**src/rtl/core/hspc_pkg.sv**
```systemverilog
// Shared types and constants for the skin pixel classifier.
`default_nettype none
package hspc_pkg;
	localparam int CFG_IDX_W = 3;
	typedef logic [CFG_IDX_W-1:0] cfg_idx_t;

	localparam cfg_idx_t CFG_MIN_SAT  = 3'd0;
	localparam cfg_idx_t CFG_HUE_LOW  = 3'd1;
	localparam cfg_idx_t CFG_HUE_HIGH = 3'd2;
	localparam cfg_idx_t CFG_RATIO_LO = 3'd3;
	localparam cfg_idx_t CFG_RATIO_HI = 3'd4;

	localparam logic [7:0] RST_MIN_SAT  = 8'd50;
	localparam logic [7:0] RST_HUE_LOW  = 8'd14;
	localparam logic [7:0] RST_HUE_HIGH = 8'd165;
	localparam logic [7:0] RST_RATIO_LO = 8'd8;
	localparam logic [7:0] RST_RATIO_HI = 8'd48;

	// divider geometry: 8-bit quotient, numerator and divisor widths
	localparam int QUO_W = 8;
	localparam int NUM_W = 17;
	localparam int DEN_W = 10;

	typedef enum logic [1:0] {
		HUE_RED   = 2'd0,
		HUE_GREEN = 2'd1,
		HUE_BLUE  = 2'd2
	} hue_sel_t;

	typedef struct packed {
		logic [7:0] min_sat;
		logic [7:0] hue_low;
		logic [7:0] hue_high;
		logic [7:0] ratio_lo;
		logic [7:0] ratio_hi;
	} cfg_regs_t;
endpackage
`default_nettype wire

```
**src/rtl/core/hspc_ifs.sv**
```systemverilog
// Channel interfaces: pixel in, mask out, register writes.
`default_nettype none
interface hspc_pix_if;
	logic       valid;
	logic       ready;
	logic [7:0] blue;
	logic [7:0] green;
	logic [7:0] red;
	logic       frame_end;
	modport source (output valid, blue, green, red, frame_end, input ready);
	modport sink (input valid, blue, green, red, frame_end, output ready);
endinterface

interface hspc_mask_if;
	logic       valid;
	logic       ready;
	logic [7:0] mask_value;
	logic       is_skin;
	logic       frame_end_out;
	modport source (output valid, mask_value, is_skin, frame_end_out, input ready);
	modport sink (input valid, mask_value, is_skin, frame_end_out, output ready);
endinterface

interface hspc_cfg_if;
	logic       valid;
	logic       ready;
	logic [2:0] index;
	logic [7:0] data;
	modport source (output valid, index, data, input ready);
	modport sink (input valid, index, data, output ready);
endinterface
`default_nettype wire

```
**src/rtl/core/hls_skin_pixel_classifier_unit.sv**
```systemverilog
// Skin pixel classifier: BGR to HLS conversion, threshold tests, mask out.
//
// Usage:
//   pixel : valid/ready channel, one BGR pixel plus frame_end per transaction.
//   mask  : valid/ready channel, mask_value (255/0), is_skin, frame_end_out.
//   cfg   : register writes, always ready; index 0..4 selects min saturation,
//           hue low band top, hue high band bottom, ratio low, ratio high (Q4.4).
//           Other indexes are dropped. Write only while the pipe is empty.
// Throughput: one pixel per cycle while the output does not stall (see Stall). The
//   depth comes from the two 8-stage dividers (saturation and hue) that run
//   side by side, plus two front stages and one output stage.
// Stall: the whole pipe advances together; pixel.ready is low only while the
//   output register holds a result that mask.ready has not taken. Nothing is
//   dropped or repeated.
// Reset: pipe valid bits clear, registers return to 50, 14, 165, 8, 48.
`default_nettype none
module hls_skin_pixel_classifier_unit
	import hspc_pkg::*;
(
	input  wire logic   clk,
	input  wire logic   arst_n,
	hspc_pix_if.sink    pixel,
	hspc_mask_if.source mask,
	hspc_cfg_if.sink    cfg
);
	cfg_regs_t cfg_q;
	logic      adv;
	logic      out_valid_q;

	assign adv         = !out_valid_q || mask.ready;
	assign pixel.ready = adv;
	assign cfg.ready   = 1'b1;

	always_ff @(posedge clk or negedge arst_n) begin
		if (!arst_n) begin
			cfg_q <= '{min_sat: RST_MIN_SAT, hue_low: RST_HUE_LOW,
				hue_high: RST_HUE_HIGH, ratio_lo: RST_RATIO_LO, ratio_hi: RST_RATIO_HI};
		end else if (cfg.valid) begin
			unique case (cfg.index)
				CFG_MIN_SAT:  cfg_q.min_sat  <= cfg.data;
				CFG_HUE_LOW:  cfg_q.hue_low  <= cfg.data;
				CFG_HUE_HIGH: cfg_q.hue_high <= cfg.data;
				CFG_RATIO_LO: cfg_q.ratio_lo <= cfg.data;
				CFG_RATIO_HI: cfg_q.ratio_hi <= cfg.data;
				default: ;
			endcase
		end
	end

	// stage 1: max, min, lightness, hue sector
	logic [7:0]        mx, mn, dd;
	logic [8:0]        sum;
	logic [7:0]        sden;
	logic signed [8:0] hnum;
	hue_sel_t          hsel;

	always_comb begin
		mx = pixel.red;
		mn = pixel.red;
		if (pixel.green > mx) mx = pixel.green;
		if (pixel.blue > mx) mx = pixel.blue;
		if (pixel.green < mn) mn = pixel.green;
		if (pixel.blue < mn) mn = pixel.blue;
		dd  = mx - mn;
		sum = 9'(mx) + 9'(mn);
		sden = (sum < 9'd255) ? sum[7:0] : 8'(9'd510 - sum);
		if (mx == pixel.red) begin
			hsel = HUE_RED;
			hnum = $signed({1'b0, pixel.green}) - $signed({1'b0, pixel.blue});
		end else if (mx == pixel.green) begin
			hsel = HUE_GREEN;
			hnum = $signed({1'b0, pixel.blue}) - $signed({1'b0, pixel.red});
		end else begin
			hsel = HUE_BLUE;
			hnum = $signed({1'b0, pixel.red}) - $signed({1'b0, pixel.green});
		end
	end

	logic              v_s1;
	logic [7:0]        l_s1, d_s1, sden_s1;
	logic signed [8:0] hnum_s1;
	hue_sel_t          hsel_s1;
	logic              fe_s1;

	always_ff @(posedge clk or negedge arst_n) begin
		if (!arst_n) v_s1 <= 1'b0;
		else if (adv) v_s1 <= pixel.valid;
	end
	always_ff @(posedge clk) begin
		if (adv) begin
			l_s1    <= 8'((10'(sum) + 10'd1) >> 1);
			d_s1    <= dd;
			sden_s1 <= sden;
			hnum_s1 <= hnum;
			hsel_s1 <= hsel;
			fe_s1   <= pixel.frame_end;
		end
	end

	// stage 2: divider operands
	logic [6:0]         base;
	logic [14:0]        base_d;
	logic signed [17:0] num_ext, x, xa;
	logic [15:0]        d180;

	always_comb begin
		case (hsel_s1)
			HUE_GREEN: base = 7'd60;
			HUE_BLUE:  base = 7'd120;
			default:   base = 7'd0;
		endcase
		base_d  = 15'(base) * 15'(d_s1);
		num_ext = 18'(hnum_s1);
		d180    = 16'(d_s1) * 16'd180;
		x       = num_ext * 18'sd30 + $signed(18'(base_d));
		xa      = (x < 0) ? x + $signed(18'(d180)) : x;
	end

	logic             v_s2;
	logic [NUM_W-1:0] snum_s2, hnum_s2;
	logic [DEN_W-1:0] sden_s2, hden_s2;
	logic [7:0]       l_s2;
	logic             zero_s2, fe_s2;

	always_ff @(posedge clk or negedge arst_n) begin
		if (!arst_n) v_s2 <= 1'b0;
		else if (adv) v_s2 <= v_s1;
	end
	always_ff @(posedge clk) begin
		if (adv) begin
			snum_s2 <= NUM_W'(d_s1) * NUM_W'(510) + NUM_W'(sden_s1);
			sden_s2 <= DEN_W'({sden_s1, 1'b0});
			hnum_s2 <= NUM_W'({xa[15:0], 1'b0}) + NUM_W'(d_s1);
			hden_s2 <= (d_s1 == 8'd0) ? DEN_W'(2) : DEN_W'({d_s1, 1'b0});
			l_s2    <= l_s1;
			zero_s2 <= (d_s1 == 8'd0);
			fe_s2   <= fe_s1;
		end
	end

	// dividers, with side data delayed alongside
	logic [QUO_W-1:0] sat_q, hue_q;

	hspc_div u_sat_div (.clk(clk), .en(adv), .num_i(snum_s2), .den_i(sden_s2),
		.quo_o(sat_q));
	hspc_div u_hue_div (.clk(clk), .en(adv), .num_i(hnum_s2), .den_i(hden_s2),
		.quo_o(hue_q));

	logic [QUO_W-1:0] vd_q;
	logic [7:0]       ld_q    [0:QUO_W-1];
	logic             zerod_q [0:QUO_W-1];
	logic             fed_q   [0:QUO_W-1];

	always_ff @(posedge clk or negedge arst_n) begin
		if (!arst_n) vd_q <= '0;
		else if (adv) vd_q <= {vd_q[QUO_W-2:0], v_s2};
	end
	always_ff @(posedge clk) begin
		if (adv) begin
			ld_q[0]    <= l_s2;
			zerod_q[0] <= zero_s2;
			fed_q[0]   <= fe_s2;
			for (int i = 1; i < QUO_W; i++) begin
				ld_q[i]    <= ld_q[i-1];
				zerod_q[i] <= zerod_q[i-1];
				fed_q[i]   <= fed_q[i-1];
			end
		end
	end

	// output stage: threshold tests
	logic [7:0]  sat, hue, lt;
	logic [15:0] l16, lo_prod, hi_prod;
	logic        skin;

	always_comb begin
		sat     = zerod_q[QUO_W-1] ? 8'd0 : sat_q;
		hue     = zerod_q[QUO_W-1] ? 8'd0 : hue_q;
		lt      = ld_q[QUO_W-1];
		l16     = 16'({lt, 4'b0});
		lo_prod = 16'(cfg_q.ratio_lo) * 16'(sat);
		hi_prod = 16'(cfg_q.ratio_hi) * 16'(sat);
		skin    = (sat >= cfg_q.min_sat) && (l16 > lo_prod) && (l16 < hi_prod)
			&& ((hue <= cfg_q.hue_low) || (hue >= cfg_q.hue_high));
	end

	logic skin_q, fe_q;

	always_ff @(posedge clk or negedge arst_n) begin
		if (!arst_n) out_valid_q <= 1'b0;
		else if (adv) out_valid_q <= vd_q[QUO_W-1];
	end
	always_ff @(posedge clk) begin
		if (adv) begin
			skin_q <= skin;
			fe_q   <= fed_q[QUO_W-1];
		end
	end

	assign mask.valid         = out_valid_q;
	assign mask.is_skin       = skin_q;
	assign mask.mask_value    = skin_q ? 8'd255 : 8'd0;
	assign mask.frame_end_out = fe_q;
endmodule
`default_nettype wire

```
**src/rtl/core/hspc_div.sv**
```systemverilog
// Pipelined restoring divider, one quotient bit per stage.
`default_nettype none
module hspc_div
	import hspc_pkg::*;
(
	input  wire logic             clk,
	input  wire logic             en,
	input  wire logic [NUM_W-1:0] num_i,
	input  wire logic [DEN_W-1:0] den_i,
	output logic      [QUO_W-1:0] quo_o
);
	// caller guarantees num_i < den_i << QUO_W
	logic [NUM_W-1:0] rem_r [0:QUO_W-1];
	logic [DEN_W-1:0] den_r [0:QUO_W-1];
	logic [QUO_W-1:0] quo_r [0:QUO_W-1];

	for (genvar k = 0; k < QUO_W; k++) begin : g_stage
		logic [NUM_W-1:0] rin;
		logic [DEN_W-1:0] din;
		logic [QUO_W-1:0] qin;
		logic [NUM_W:0]   dsh;
		logic             ge;
		if (k == 0) begin : g_first
			assign rin = num_i;
			assign din = den_i;
			assign qin = '0;
		end else begin : g_next
			assign rin = rem_r[k-1];
			assign din = den_r[k-1];
			assign qin = quo_r[k-1];
		end
		assign dsh = (NUM_W+1)'(din) << (QUO_W-1-k);
		assign ge  = (NUM_W+1)'(rin) >= dsh;
		always_ff @(posedge clk) begin
			if (en) begin
				rem_r[k] <= ge ? rin - dsh[NUM_W-1:0] : rin;
				den_r[k] <= din;
				quo_r[k] <= qin | (ge ? QUO_W'(1) << (QUO_W-1-k) : '0);
			end
		end
	end

	assign quo_o = quo_r[QUO_W-1];
endmodule
`default_nettype wire

```
**src/flat_wrapper.sv**
```systemverilog
// flat-port wrapper written by rule: the top's interface ports become plain ports
module hls_skin_pixel_classifier_unit_flat import hspc_pkg::*;
  (clk, arst_n, pixel_valid, pixel_blue, pixel_green, pixel_red, pixel_frame_end, pixel_ready, mask_valid, mask_mask_value, mask_is_skin, mask_frame_end_out, mask_ready, cfg_valid, cfg_index, cfg_data, cfg_ready);
  hspc_pix_if pixel_i ();
  hspc_mask_if mask_i ();
  hspc_cfg_if cfg_i ();
  input  wire logic clk;
  input  wire logic arst_n;
  input wire logic [$bits(pixel_i.valid)-1:0] pixel_valid;
  input wire logic [$bits(pixel_i.blue)-1:0] pixel_blue;
  input wire logic [$bits(pixel_i.green)-1:0] pixel_green;
  input wire logic [$bits(pixel_i.red)-1:0] pixel_red;
  input wire logic [$bits(pixel_i.frame_end)-1:0] pixel_frame_end;
  output wire logic [$bits(pixel_i.ready)-1:0] pixel_ready;
  output wire logic [$bits(mask_i.valid)-1:0] mask_valid;
  output wire logic [$bits(mask_i.mask_value)-1:0] mask_mask_value;
  output wire logic [$bits(mask_i.is_skin)-1:0] mask_is_skin;
  output wire logic [$bits(mask_i.frame_end_out)-1:0] mask_frame_end_out;
  input wire logic [$bits(mask_i.ready)-1:0] mask_ready;
  input wire logic [$bits(cfg_i.valid)-1:0] cfg_valid;
  input wire logic [$bits(cfg_i.index)-1:0] cfg_index;
  input wire logic [$bits(cfg_i.data)-1:0] cfg_data;
  output wire logic [$bits(cfg_i.ready)-1:0] cfg_ready;
  assign pixel_i.valid = pixel_valid;
  assign pixel_i.blue = pixel_blue;
  assign pixel_i.green = pixel_green;
  assign pixel_i.red = pixel_red;
  assign pixel_i.frame_end = pixel_frame_end;
  assign pixel_ready = pixel_i.ready;
  assign mask_valid = mask_i.valid;
  assign mask_mask_value = mask_i.mask_value;
  assign mask_is_skin = mask_i.is_skin;
  assign mask_frame_end_out = mask_i.frame_end_out;
  assign mask_i.ready = mask_ready;
  assign cfg_i.valid = cfg_valid;
  assign cfg_i.index = cfg_index;
  assign cfg_i.data = cfg_data;
  assign cfg_ready = cfg_i.ready;
  hls_skin_pixel_classifier_unit u_core (.clk(clk), .arst_n(arst_n), .pixel(pixel_i), .mask(mask_i), .cfg(cfg_i));
endmodule
```
**config.mk**
```make
export PLATFORM = sky130hd
export DESIGN_NAME = hls_skin_pixel_classifier_unit_flat
export DESIGN_NICKNAME = d
export VERILOG_FILES = /design/src/rtl/core/hspc_pkg.sv /design/src/rtl/core/hspc_ifs.sv /design/src/rtl/core/hls_skin_pixel_classifier_unit.sv /design/src/rtl/core/hspc_div.sv /design/src/flat_wrapper.sv
export SDC_FILE = /design/constraint.sdc
export NUM_CORES = 2
export LEC_CHECK = 0
export BUFFER_PORTS_ARGS = -buffer_cell sky130_fd_sc_hd__clkbuf_2
export CAP_MARGIN = 0
export CORE_ASPECT_RATIO = 0.8
export CORE_MARGIN = 2
export CORE_UTILIZATION = 50
export DETAILED_ROUTE_END_ITERATION = 12
export GPL_TIMING_DRIVEN = 0
export PLACE_DENSITY = 0.74
export RECOVER_POWER = 50
export SYNTH_ARGS = -nofsm -noshare
export SYNTH_HDL_FRONTEND = slang
export SYNTH_HIERARCHICAL = 1
export SYNTH_SLANG_ARGS = --single-unit
```
**constraint.sdc**
```tcl
create_clock -name clk -period 26.6 [get_ports clk]
set_input_delay 2.66 -clock clk [delete_from_list [all_inputs] [get_ports clk]]
set_output_delay 2.66 -clock clk [all_outputs]
set_load 0.05 [all_outputs]
```
==> out/summary.txt <==
Status -> finished with violations
Failing checks -> max-capacitance violations, max-slew violations
Terminus of the critical flop-to-flop path -> u_core/hnum_s2[12]
Antenna Cells -> 0
Worst hold slack -> 0.404 ns
CTS tree -> yes
Min-delay src -> u_core/u_hue_div/quo_r[1][23]
Final WL -> 89300 um
Leading area contributor after synthesis -> edfxtp_1
Crit path from -> mask_ready
Final core occ -> 55.3%
Final hold viol count -> 0
Antenna Violating Nets Remaining -> 0
Routability cong. -> 0.924
Chip Height -> 276 um
Hold Path Sink -> u_core/u_hue_div/quo_r[1][31]
Initial core utilization -> 50.6%
First-pass GRT wire length -> 150000 um
Cells after Synth -> 4148
Fin. max-slew vios -> 94
Worst path required time -> 23.94 ns
#FFs+latches synth -> 676
Top_reg_cell synth -> edfxtp_1
Crit Path Max Fanout -> 38
Register area share after synthesis -> 43.4%
Vias in the first global route -> 29881
Storage cell area -> 0.0201 mm2
Clk sinks -> 676
Syn avg cell area -> 11.2 um2
Ys async rst share -> 7.54%
Final Net Count -> 4997
Clock buffer count from CTS -> 72
Die ar. -> 0.0950 mm2
FILL cells -> 7618
Setup Viol. Count Final -> 0
Syn-to-layout area delta -> 9.32%
Post-cts sizing count -> 0
Worst min-delay path category -> flop to flop
Worst setup path class -> primary input to output port
Worst-path clk slew -> 0.06 ns
Worst Tran Pin Value -> 1.72 ns
Area of the multi-input gates -> 0.0238 mm2
Count of different cell masters after synthesis -> 117
Hold buffer count at cts -> 0
Via/cell ratio -> 5.46
Total Routing Usage GR -> 19.0%
Share of the synthesized area in the top cell type -> 40.6%
Worst Setup End Kind -> output port
Core area -> 0.0914 mm2
Synth warn -> 6
Drt first-iter violations -> 1811
H-tree depth -> 3
Fmax -> 101 MHz
Final Skew -> 0.0382 ns
Num rows -> 99
CTS root buf -> clkbuf_16
Clk buf depth -> 3
IO Pins -> 54
Setup bufs post-CTS -> 0
DRT Pass-1 Iters -> 5
Slew Limit Headroom -> -14.6%
Synth area leaders -> edfxtp_1 (41%), ha_1 (13%), fa_1 (7.1%)
Largest net degree at the start of global routing -> 52
Die X -> 344 um
Crit path time final -> 9.92 ns
Max-cap viol count -> 3
GRT Residual Overflow -> 0
R2r startpoint -> u_core/d_s1[1]
Drt drc -> 0
PortBufs -> 52
R2R depth -> 35
Number of flops mapped to enable cells by yosys -> 625
Initial antenna violation count -> 0
Avg WL per Cell -> 16.0 um
WP data arrival -> 7.26 ns
Cell Area, Synth -> 0.0463 mm2
DPL Wire Length -> 68600 um
WHS Path Cells -> 0
Unrepaired setup endpoints after global routing -> no
Reg2reg setup slack -> 17.51 ns
Vias -> 30384
Worst setup SP type -> primary input
Worst-Skew Late Latency -> 0.63 ns
Share of layout cells above drive strength 1 -> 8.15%
Fin crit share -> 37.3%
[placed cells by master (no fill, tap or decap), types with 13 or more instances in the layout]
cell type | netlist | routed
edfxtp_1 | 625 | 625
inv_1 | 516 | 517
ha_1 | 490 | 490
nor2_1 | 244 | 245
a21oi_1 | 241 | 245
nand2_1 | 219 | 219
xnor2_1 | 174 | 174
fa_1 | 165 | 165
o21ai_0 | 151 | 162
xor2_1 | 113 | 113
a21o_1 | 95 | 95
and2_1 | 91 | 90
clkbuf_16 | 0 | 74
nor3_1 | 67 | 68
mux2_2 | 71 | 65
nor2b_1 | 64 | 64
clkbuf_1 | 38 | 62
nand3_1 | 59 | 59
clkbuf_2 | 0 | 51
nand2b_1 | 49 | 49
o21a_1 | 42 | 42
dfrtp_1 | 38 | 38
nand4_1 | 37 | 37
o21bai_1 | 32 | 32
nor4_1 | 29 | 29
mux2i_1 | 28 | 28
or3_1 | 23 | 24
a211oi_1 | 23 | 23
o21ai_1 | 33 | 23
a31oi_1 | 23 | 23
mux2_1 | 11 | 20
clkinv_2 | 0 | 18
buf_12 | 0 | 17
and3_1 | 16 | 16
o211ai_1 | 16 | 16
or2_2 | 15 | 15
a311oi_1 | 13 | 13
dfstp_2 | 13 | 13
[sequential cells by signal, indices dropped and copies added (netlist names), 9 cells and up]
| name | cells |
|---|---|
| u_core/cfg_q | 40 |
| u_core/u_sat_div/den_r | 70 |
| u_core/u_sat_div/quo_r | 36 |
| u_core/u_hue_div/quo_r | 36 |
| u_core/u_sat_div/rem_r | 119 |
| u_core/hnum_s2 | 16 |
| u_core/u_hue_div/den_r | 70 |
| u_core/u_hue_div/rem_r | 119 |
| u_core/snum_s2 | 17 |
| u_core/hnum_s1 | 9 |
| u_core/ld_q | 64 |
[layer usage]
metal | global-route usage (%) | wire length (um) | vias to the layer above
met4 | 5.15 | 2110 | 0
met5 | 0 | 0 | -
met3 | 2.80 | 4280 | 134
met1 | 26.9 | 42400 | 14498
li1 | - | - | 15084
met2 | 30.5 | 40500 | 668
[kinds of logic after synthesis]
| kind of cell | count (synthesis) | synth area share (%) |
|---|---|---|
| simple gates | 989 | 11.0 |
| compound gates | 829 | 11.9 |
| flops | 676 | 43.4 |
| fa+ha+maj | 655 | 20.4 |
| buf+inv | 594 | 5.04 |
| xor+xnor | 290 | 5.54 |
| mux | 113 | 2.70 |
| other cells | 2 | 0.0162 |
[final cells by class]
cell class,instances,share of cell area (%)
Multi-Input combinational cell,2885,47.0
Sequential cell,676,39.7
Inverter,520,3.87
Clock buffer,89,3.84
Tap cell,1212,3.00
Timing Repair Buffer,72,1.21
Clock inverter,39,0.695
Buffer,74,0.673
[synthesized netlist by cell type (59+ instances only)]
cell type and instances:
and2_1 91, fa_1 165, o21ai_0 151, nand3_1 59
nor3_1 67, a21oi_1 241, nor2_1 244, xnor2_1 174
mux2_2 71, xor2_1 113, edfxtp_1 625, ha_1 490
inv_1 516, nand2_1 219, nor2b_1 64, a21o_1 95
[through the flow]
stage                     cell area, um2  std cells  setup WS (ns)  TNS, ns
after floorplan                    46300       4155           3.74        0
after global placement             48100       5419          -4.24  -130.85
after detailed placement           48400       5437          16.82        0
after CTS                          50700       5565          17.45        0
after global routing               50600       5567          16.22        0
final                              50600       5567          16.68        0
[worst max-delay path by stage]
| stage | endpoint | slack (ns) | depth (start not counted) |
|---|---|---|---|
| after global placement | pixel_ready | -4.24 | 4 |
| after floorplan | pixel_ready | 3.74 | 2 |
| after CTS | u_core/sden_s1[1] | 17.45 | 31 |
| after detailed placement | u_core/sden_s1[1] | 16.82 | 31 |
| after global routing | pixel_ready | 16.22 | 11 |
| final | pixel_ready | 16.68 | 11 |
[critical path: stages]
cell	delay, ns
clkbuf_2	0.08
nand2b_1	0.15
clkbuf_1	1.19
clkbuf_1	1.32
buf_12	0.31
buf_12	0.22
buf_12	0.24
buf_12	0.23
buf_12	0.23
buf_12	0.22
clkbuf_2	0.31
Power is not shown: default switching activity piles up to over one toggle a cycle in this logic, so the estimate is an artifact.
